$ cat src/design/psq_pkg.sv
`timescale 1ns / 1ps
`default_nettype none
// ---------------------------------------------------------------------------
// psq_pkg
// shared constants and the data type handed along the degree cells
// ---------------------------------------------------------------------------
package psq_pkg;

    localparam int NOTE_RANGE_DEF  = 120;
    localparam int SAMPLE_BITS_DEF = 16;

    localparam int NUM_DEG  = 12;
    localparam int FRAC_W   = 8;
    localparam int NOTE_W   = 7;
    localparam int NQ8_W    = NOTE_W + FRAC_W;
    localparam int DEG_W    = 4;
    localparam int OCT_W    = 4;
    localparam int MAX_OCT  = ((1 << NOTE_W) - 1) / NUM_DEG;
    localparam int OCT_Q8   = NUM_DEG << FRAC_W;
    localparam int R_W      = DEG_W + FRAC_W;
    localparam int DIST_W   = 14;
    localparam int DIST_INIT = 40 << FRAC_W;
    localparam int CAND_W   = 9;

    typedef struct packed {
        logic [NOTE_W-1:0]        base;
        logic [R_W-1:0]           rem;
        logic [DIST_W-1:0]        best_dist;
        logic signed [CAND_W-1:0] best_note;
    } t_cell_data;

endpackage
`default_nettype wire

$ cat src/design/pitch_scale_quantizer_unit.sv
`timescale 1ns / 1ps
`default_nettype none
// ---------------------------------------------------------------------------
// pitch_scale_quantizer_unit
// snaps a control voltage sample to the nearest pitch class in a scale mask
// ---------------------------------------------------------------------------
// usage
// input item: one signed sample on i_in_sample with i_valid, held while
//   o_stall is high. output item: o_out_sample, o_quant_note, o_quantized
//   with o_valid, held while i_stall is high.
// i_scale_mask is written when i_scale_mask_we is high; write it only with
//   no item in flight. bit i enables pitch class i. an empty mask passes the
//   sample through with note 0 and quantized low.
// stages: two front stages (scaling multiply, octave split), twelve degree
//   cells, one output stage. one item is taken every cycle while o_stall is
//   low; every stage is a register with its own valid, so bubbles close up.
// when the receiver stalls, the stall passes back combinationally through the
//   stages that hold an item, and o_stall rises only once every stage holds one.
// reset clears all stage valids and the mask; there is no start-up sweep.
// ---------------------------------------------------------------------------
module pitch_scale_quantizer_unit #(
    parameter int NOTE_RANGE  = psq_pkg::NOTE_RANGE_DEF,
    parameter int SAMPLE_BITS = psq_pkg::SAMPLE_BITS_DEF
) (
    input  wire logic                          i_clk,
    input  wire logic                          i_rst_n,
    input  wire logic                          i_scale_mask_we,
    input  wire logic [psq_pkg::NUM_DEG-1:0]   i_scale_mask,
    input  wire logic                          i_valid,
    output logic                               o_stall,
    input  wire logic signed [SAMPLE_BITS-1:0] i_in_sample,
    output logic                               o_valid,
    input  wire logic                          i_stall,
    output logic signed [SAMPLE_BITS-1:0]      o_out_sample,
    output logic [psq_pkg::NOTE_W-1:0]         o_quant_note,
    output logic                               o_quantized
);

    localparam int NC = psq_pkg::NUM_DEG;

    logic [NC-1:0]            r_mask;

    logic                     w_vld   [NC+1];
    logic                     w_stall [NC+1];
    logic [SAMPLE_BITS-1:0]   w_smp   [NC+1];
    psq_pkg::t_cell_data      w_data  [NC+1];
    logic [SAMPLE_BITS-1:0]   w_out_smp;

    always_ff @(posedge i_clk) begin
        if (!i_rst_n) begin
            r_mask <= '0;
        end else if (i_scale_mask_we) begin
            r_mask <= i_scale_mask;
        end
    end

    psq_front #(
        .NOTE_RANGE  (NOTE_RANGE),
        .SAMPLE_BITS (SAMPLE_BITS)
    ) u_front (
        .i_clk    (i_clk),
        .i_rst_n  (i_rst_n),
        .i_valid  (i_valid),
        .o_stall  (o_stall),
        .i_sample (i_in_sample),
        .o_valid  (w_vld[0]),
        .i_stall  (w_stall[0]),
        .o_sample (w_smp[0]),
        .o_data   (w_data[0])
    );

    for (genvar g = 0; g < NC; g++) begin : g_cell
        psq_cell #(
            .SAMPLE_BITS (SAMPLE_BITS),
            .DEG         (g)
        ) u_cell (
            .i_clk    (i_clk),
            .i_rst_n  (i_rst_n),
            .i_enable (r_mask[g]),
            .i_valid  (w_vld[g]),
            .o_stall  (w_stall[g]),
            .i_sample (w_smp[g]),
            .i_data   (w_data[g]),
            .o_valid  (w_vld[g+1]),
            .i_stall  (w_stall[g+1]),
            .o_sample (w_smp[g+1]),
            .o_data   (w_data[g+1])
        );
    end

    psq_back #(
        .NOTE_RANGE  (NOTE_RANGE),
        .SAMPLE_BITS (SAMPLE_BITS)
    ) u_back (
        .i_clk       (i_clk),
        .i_rst_n     (i_rst_n),
        .i_mask_any  (|r_mask),
        .i_valid     (w_vld[NC]),
        .o_stall     (w_stall[NC]),
        .i_sample    (w_smp[NC]),
        .i_data      (w_data[NC]),
        .o_valid     (o_valid),
        .i_stall     (i_stall),
        .o_sample    (w_out_smp),
        .o_note      (o_quant_note),
        .o_quantized (o_quantized)
    );

    assign o_out_sample = $signed(w_out_smp);

endmodule
`default_nettype wire

$ cat src/design/psq_front.sv
`timescale 1ns / 1ps
`default_nettype none
// ---------------------------------------------------------------------------
// psq_front
// sample to UQ7.8 note, then split into octave base and offset within octave
// ---------------------------------------------------------------------------
module psq_front #(
    parameter int NOTE_RANGE  = psq_pkg::NOTE_RANGE_DEF,
    parameter int SAMPLE_BITS = psq_pkg::SAMPLE_BITS_DEF
) (
    input  wire logic                   i_clk,
    input  wire logic                   i_rst_n,
    input  wire logic                   i_valid,
    output logic                        o_stall,
    input  wire logic [SAMPLE_BITS-1:0] i_sample,
    output logic                        o_valid,
    input  wire logic                   i_stall,
    output logic [SAMPLE_BITS-1:0]      o_sample,
    output psq_pkg::t_cell_data         o_data
);

    localparam int PROD_W = SAMPLE_BITS + psq_pkg::NOTE_W;

    logic                              r_a_vld;
    logic [SAMPLE_BITS-1:0]            r_a_smp;
    logic [psq_pkg::NQ8_W-1:0]         r_a_nq8;
    logic                              r_b_vld;
    logic [SAMPLE_BITS-1:0]            r_b_smp;
    psq_pkg::t_cell_data               r_b_data;

    logic                              w_b_stall;
    logic [SAMPLE_BITS-1:0]            w_u;
    logic [PROD_W-1:0]                 w_prod;
    psq_pkg::t_cell_data               n_b_data;

    // offset binary, then scale onto the note range
    assign w_u    = {~i_sample[SAMPLE_BITS-1], i_sample[SAMPLE_BITS-2:0]};
    assign w_prod = PROD_W'(w_u) * PROD_W'(NOTE_RANGE);

    assign w_b_stall = r_b_vld && i_stall;
    assign o_stall   = r_a_vld && w_b_stall;

    always_ff @(posedge i_clk) begin
        if (!i_rst_n) begin
            r_a_vld <= 1'b0;
            r_b_vld <= 1'b0;
        end else begin
            if (!o_stall) begin
                r_a_vld <= i_valid;
            end
            if (!w_b_stall) begin
                r_b_vld <= r_a_vld;
            end
        end
    end

    always_ff @(posedge i_clk) begin
        if (i_valid && !o_stall) begin
            r_a_smp <= i_sample;
            r_a_nq8 <= w_prod[SAMPLE_BITS-psq_pkg::FRAC_W +: psq_pkg::NQ8_W];
        end
        if (r_a_vld && !w_b_stall) begin
            r_b_smp  <= r_a_smp;
            r_b_data <= n_b_data;
        end
    end

    always_comb begin
        logic [psq_pkg::NOTE_W-1:0] semi;
        logic [psq_pkg::NOTE_W-1:0] base;
        logic [psq_pkg::NOTE_W-1:0] deg_pos;
        semi = r_a_nq8[psq_pkg::NQ8_W-1:psq_pkg::FRAC_W];
        base = '0;
        for (int k = 1; k <= psq_pkg::MAX_OCT; k++) begin
            if (semi >= psq_pkg::NOTE_W'(psq_pkg::NUM_DEG * k)) begin
                base = psq_pkg::NOTE_W'(psq_pkg::NUM_DEG * k);
            end
        end
        deg_pos            = semi - base;
        n_b_data.base      = base;
        n_b_data.rem       = {deg_pos[psq_pkg::DEG_W-1:0],
                              r_a_nq8[psq_pkg::FRAC_W-1:0]};
        n_b_data.best_dist = psq_pkg::DIST_W'(psq_pkg::DIST_INIT);
        n_b_data.best_note = '0;
    end

    assign o_valid  = r_b_vld;
    assign o_sample = r_b_smp;
    assign o_data   = r_b_data;

endmodule
`default_nettype wire

$ cat src/design/psq_cell.sv
`timescale 1ns / 1ps
`default_nettype none
// ---------------------------------------------------------------------------
// psq_cell
// one scale degree: distance with octave wrap, keeps the nearest so far
// ---------------------------------------------------------------------------
module psq_cell #(
    parameter int SAMPLE_BITS = psq_pkg::SAMPLE_BITS_DEF,
    parameter int DEG         = 0
) (
    input  wire logic                   i_clk,
    input  wire logic                   i_rst_n,
    input  wire logic                   i_enable,
    input  wire logic                   i_valid,
    output logic                        o_stall,
    input  wire logic [SAMPLE_BITS-1:0] i_sample,
    input  wire psq_pkg::t_cell_data    i_data,
    output logic                        o_valid,
    input  wire logic                   i_stall,
    output logic [SAMPLE_BITS-1:0]      o_sample,
    output psq_pkg::t_cell_data         o_data
);

    localparam logic signed [psq_pkg::DIST_W-1:0] DEG_Q8 =
        psq_pkg::DIST_W'(DEG << psq_pkg::FRAC_W);
    localparam logic signed [psq_pkg::DIST_W-1:0] OCT_Q8 =
        psq_pkg::DIST_W'(psq_pkg::OCT_Q8);
    localparam logic signed [psq_pkg::CAND_W-1:0] ADJ_UP =
        psq_pkg::CAND_W'(psq_pkg::NUM_DEG);
    localparam logic signed [psq_pkg::CAND_W-1:0] ADJ_DN = -ADJ_UP;
    localparam logic signed [psq_pkg::CAND_W-1:0] DEG_C  = psq_pkg::CAND_W'(DEG);

    logic                   r_vld;
    logic [SAMPLE_BITS-1:0] r_smp;
    psq_pkg::t_cell_data    r_data;

    logic signed [psq_pkg::DIST_W-1:0] w_d;
    logic signed [psq_pkg::DIST_W-1:0] w_alt;
    logic [psq_pkg::DIST_W-1:0]        w_ad;
    logic [psq_pkg::DIST_W-1:0]        w_aa;
    logic                              w_take_alt;
    logic [psq_pkg::DIST_W-1:0]        w_dist;
    logic signed [psq_pkg::CAND_W-1:0] w_adj;
    logic signed [psq_pkg::CAND_W-1:0] w_cand;
    psq_pkg::t_cell_data               n_data;

    assign w_d   = DEG_Q8 - $signed({2'b00, i_data.rem});
    assign w_alt = (w_d > 0) ? (w_d - OCT_Q8) : (w_d + OCT_Q8);
    assign w_ad  = w_d[psq_pkg::DIST_W-1] ? -w_d : w_d;
    assign w_aa  = w_alt[psq_pkg::DIST_W-1] ? -w_alt : w_alt;

    // equal magnitudes go the wrapped way
    assign w_take_alt = (w_aa <= w_ad);
    assign w_dist     = w_take_alt ? w_aa : w_ad;
    assign w_adj      = !w_take_alt ? '0 : ((w_d > 0) ? ADJ_DN : ADJ_UP);
    assign w_cand     = $signed({2'b00, i_data.base}) + DEG_C + w_adj;

    always_comb begin
        n_data = i_data;
        if (i_enable && (w_dist < i_data.best_dist)) begin
            n_data.best_dist = w_dist;
            n_data.best_note = w_cand;
        end
    end

    assign o_stall = r_vld && i_stall;

    always_ff @(posedge i_clk) begin
        if (!i_rst_n) begin
            r_vld <= 1'b0;
        end else if (!o_stall) begin
            r_vld <= i_valid;
        end
    end

    always_ff @(posedge i_clk) begin
        if (i_valid && !o_stall) begin
            r_smp  <= i_sample;
            r_data <= n_data;
        end
    end

    assign o_valid  = r_vld;
    assign o_sample = r_smp;
    assign o_data   = r_data;

endmodule
`default_nettype wire

$ cat src/design/psq_back.sv
`timescale 1ns / 1ps
`default_nettype none
// ---------------------------------------------------------------------------
// psq_back
// clamp the chosen note, map it to a sample or pass through, output register
// ---------------------------------------------------------------------------
module psq_back #(
    parameter int NOTE_RANGE  = psq_pkg::NOTE_RANGE_DEF,
    parameter int SAMPLE_BITS = psq_pkg::SAMPLE_BITS_DEF
) (
    input  wire logic                   i_clk,
    input  wire logic                   i_rst_n,
    input  wire logic                   i_mask_any,
    input  wire logic                   i_valid,
    output logic                        o_stall,
    input  wire logic [SAMPLE_BITS-1:0] i_sample,
    input  wire psq_pkg::t_cell_data    i_data,
    output logic                        o_valid,
    input  wire logic                   i_stall,
    output logic [SAMPLE_BITS-1:0]      o_sample,
    output logic [psq_pkg::NOTE_W-1:0]  o_note,
    output logic                        o_quantized
);

    localparam int TAB_N = 1 << psq_pkg::NOTE_W;
    localparam logic [SAMPLE_BITS-1:0] SMP_HALF = {1'b1, {(SAMPLE_BITS-1){1'b0}}};
    localparam logic [SAMPLE_BITS-1:0] SMP_MAX  = {1'b0, {(SAMPLE_BITS-1){1'b1}}};
    localparam logic signed [psq_pkg::CAND_W-1:0] RANGE_C =
        psq_pkg::CAND_W'(NOTE_RANGE);

    logic                          r_vld;
    logic [SAMPLE_BITS-1:0]        r_smp;
    logic [psq_pkg::NOTE_W-1:0]    r_note;
    logic                          r_quant;

    logic [SAMPLE_BITS-1:0]        w_tab [TAB_N];
    logic [psq_pkg::NOTE_W-1:0]    w_note;
    logic [SAMPLE_BITS-1:0]        n_smp;
    logic [psq_pkg::NOTE_W-1:0]    n_note;

    // note to sample table, top of range saturates
    for (genvar n = 0; n < TAB_N; n++) begin : g_tab
        localparam logic [63:0] QV = (64'(n) << SAMPLE_BITS) / NOTE_RANGE;
        localparam logic [SAMPLE_BITS-1:0] TV =
            (n >= NOTE_RANGE) ? SMP_MAX : (QV[SAMPLE_BITS-1:0] ^ SMP_HALF);
        assign w_tab[n] = TV;
    end

    always_comb begin
        if (i_data.best_note[psq_pkg::CAND_W-1]) begin
            w_note = '0;
        end else if (i_data.best_note > RANGE_C) begin
            w_note = psq_pkg::NOTE_W'(NOTE_RANGE);
        end else begin
            w_note = i_data.best_note[psq_pkg::NOTE_W-1:0];
        end
    end

    assign n_smp  = i_mask_any ? w_tab[w_note] : i_sample;
    assign n_note = i_mask_any ? w_note : '0;

    assign o_stall = r_vld && i_stall;

    always_ff @(posedge i_clk) begin
        if (!i_rst_n) begin
            r_vld <= 1'b0;
        end else if (!o_stall) begin
            r_vld <= i_valid;
        end
    end

    always_ff @(posedge i_clk) begin
        if (i_valid && !o_stall) begin
            r_smp   <= n_smp;
            r_note  <= n_note;
            r_quant <= i_mask_any;
        end
    end

    assign o_valid     = r_vld;
    assign o_sample    = r_smp;
    assign o_note      = r_note;
    assign o_quantized = r_quant;

endmodule
`default_nettype wire

$ cat config.mk
export PLATFORM = sky130hd
export DESIGN_NAME = pitch_scale_quantizer_unit
export DESIGN_NICKNAME = d
export VERILOG_FILES = /design/src/design/psq_pkg.sv /design/src/design/pitch_scale_quantizer_unit.sv /design/src/design/psq_front.sv /design/src/design/psq_cell.sv /design/src/design/psq_back.sv
export SDC_FILE = /design/constraint.sdc
export NUM_CORES = 1
export LEC_CHECK = 0
export BUFFER_PORTS_ARGS = -buffer_cell sky130_fd_sc_hd__buf_2
export CORE_ASPECT_RATIO = 2
export CORE_UTILIZATION = 55
export CTS_CLUSTER_DIAMETER = 80
export CTS_CLUSTER_SIZE = 14
export DETAILED_ROUTE_END_ITERATION = 10
export PLACE_DENSITY = 0.71
export SLEW_MARGIN = 25
export SYNTH_ARGS = -nofsm -noshare
export SYNTH_HDL_FRONTEND = slang
export SYNTH_HIERARCHICAL = 1
export SYNTH_SLANG_ARGS = --single-unit
$ cat constraint.sdc
create_clock -name i_clk -period 10.12 [get_ports i_clk]
set_input_delay 1.012 -clock i_clk [delete_from_list [all_inputs] [get_ports i_clk]]
set_output_delay 1.012 -clock i_clk [all_outputs]
set_load 0.05 [all_outputs]
==> metrics.yaml <==
grt:
  overflow: 0
  grt_pass1_vias: 44700
  antenna_found_initial: 5
  grt_usage_pct: 31.4
  grt_pass1_wl_um: 250000
  grt_start_max_net_pins: 59
detailed_routing:
  routedWlPerCell_um: 23.4
  drc: 0
  via_count: 43500
  drtIter0Drc: 2402
  viasPerCell: 6.15
  wl_um: 165000
  antenna_left: 0
  drt-pass1-iter-count: 6
clocking:
  clock_latency_ns: 0.70
  cts_buffers: 66
  cts.htree.levels: 3
  cts-root-buf: "clkbuf_16"
  cts.sinks: 778
  clk_pin_slew_ns: 0.07
  cts_buffer_depth: 3
  cts_tree: "built"
synth:
  syn-cell-area_mm2: 0.0574
  netlist_instances: 5666
  syn_area_per_cell_um2: 10.1
  yosysWarnings: 6
final_layout:
  regArea_mm2: 0.0231
  layout_commonest_cell: "edfxtp_1"
  syn_to_final_growth_pct: 6.66
  multi_input_area_mm2: 0.0317
  mostFrequentLayoutCells: "edfxtp_1, nand2_1, ha_1"
  layout-drive-gt1-share_pct: 10.2
  post-route-util_pct: 59.2
  fin_nets: 6230
  fillers: 8852
worst_setup_path:
  endpoint_kind: "register"
  cp.required_ns: 10.55
  crit_path_top_delay_cell: "a21oi_1"
  critPathMaxFanout: 20
  critical_path_class: "reg2reg"
  arrival_ns: 10.16
  critPathLaunchType: "register"
  slowest_delay_ns: 0.70
  cpMostUsedCell: "ha_1"
floorplanning:
  core_mm2: 0.103
  row_count: 167
  die_y_um: 459
  boundaryPins: 59
  die_x_um: 230
  dieArea_mm2: 0.106
  initial_core_util_pct: 55.5
pwr:
  leakagePower_uw: 0.0242
  powerDensity_mw_per_mm2: 123
  ir_drop_v: 0.000145
timing:
  period_share_pct: 96.2
  slew_viol_final: 0
  hold_slack_ns: 0.406
  worst_pin_slew_ns: 1.11
  rsz0062_at_grt: "no"
  hold_viol_final: 0
  min_period_ns: 9.73
  finalSetupTns_ns: 0
  skew_ns: 0.0319
  setup_viol: 0
  maxSlewHeadroom_pct: 25.3
  timing.fmax_mhz: 103
placement:
  port_buffers: 58
  gp_congestion: 1.03
  hpwl_um: 132000
min_path:
  hold_path_class: "reg2reg"
run:
  maxCapViolations: 0
run_status:
  outcome: "completed"
flip-flops by register name, summed over array words and instances, names as in the netlist:
name / cells
g_cell.u_cell/o_data: 471
g_cell.u_cell/o_sample: 192
u_front/o_data: 17
u_back/o_sample: 16
u_front/o_sample: 16
u_front/r_a_smp: 16
u_front/r_a_nq8: 15
g_cell.u_cell/o_valid: 12
r_mask: 12
u_back/o_note: 7
u_back/o_quantized: 1
u_back/o_valid: 1
u_front/o_valid: 1
u_front/r_a_vld: 1
metal layers:
metal	vias up	track usage (%)	wire, um
met5	-	0	39
met4	6	31.2	19200
met3	728	4.65	6050
met2	1315	62.3	92100
met1	20900	24.6	47800
li1	20600	-	-
cell type report:
cell class	count	area share, %
Multi-Input combinational cell	4248	51.9
Inverter	416	2.56
Clock inverter	9	0.276
Clock buffer	96	2.92
Sequential cell	778	37.7
Antenna cell	1	0.00409
Timing Repair Buffer	167	1.86
Tap cell	1352	2.76
report_power, final:
part	internal, uW	total, uW	switching [uW]
Sequential	3620	3680	65.7
Clock	1270	2470	1210
Combinational	577	1350	769
per-stage QoR:
step                power (uW)  cell area [um2]  worst slack, ns  instances
CTS                       7560            61100            0.195       7064
floorplan                 4720            57500             2.14       5700
detailed placement        5080            59200            0.261       6959
finish                    7500            61200            0.388       7067
global route              7820            61200           0.0939       7066
global placement          5040            59100            0.269       6959
what timing repair did:
action / in CTS / in global routing
hold buffers: 0 / 0
endpoints found under the setup margin: 0 / 23
setup buffers: 0 / 0
resized for setup: 0 / 2
path summary, 6_finish.rpt:
check,from,end,slack [ns],cells past startpoint
max,g_cell[8].u_cell/o_data[23],g_cell[9].u_cell/o_data[8],0.39,29
min,g_cell[10].u_cell/o_sample[7],g_cell[11].u_cell/o_sample[7],0.41,0
max reg2reg,g_cell[8].u_cell/o_data[23],g_cell[9].u_cell/o_data[8],0.39,29
min reg2reg,g_cell[10].u_cell/o_sample[7],g_cell[11].u_cell/o_sample[7],0.41,0
critical path: cells and delay by family, from the launching register on:
kind                     cells  cell delay [ns]
adder cells (fa/ha/maj)      4             1.27
flip-flops                   1             0.53
AND/OR/NAND/NOR              8             2.32
multiplexers                 1             0.25
XOR/XNOR                     2             0.44
buffers and inverters        4             1.33
AO/OA/AOI/OAI               10             3.32
Note: power is estimated with default switching activity, not from simulation.
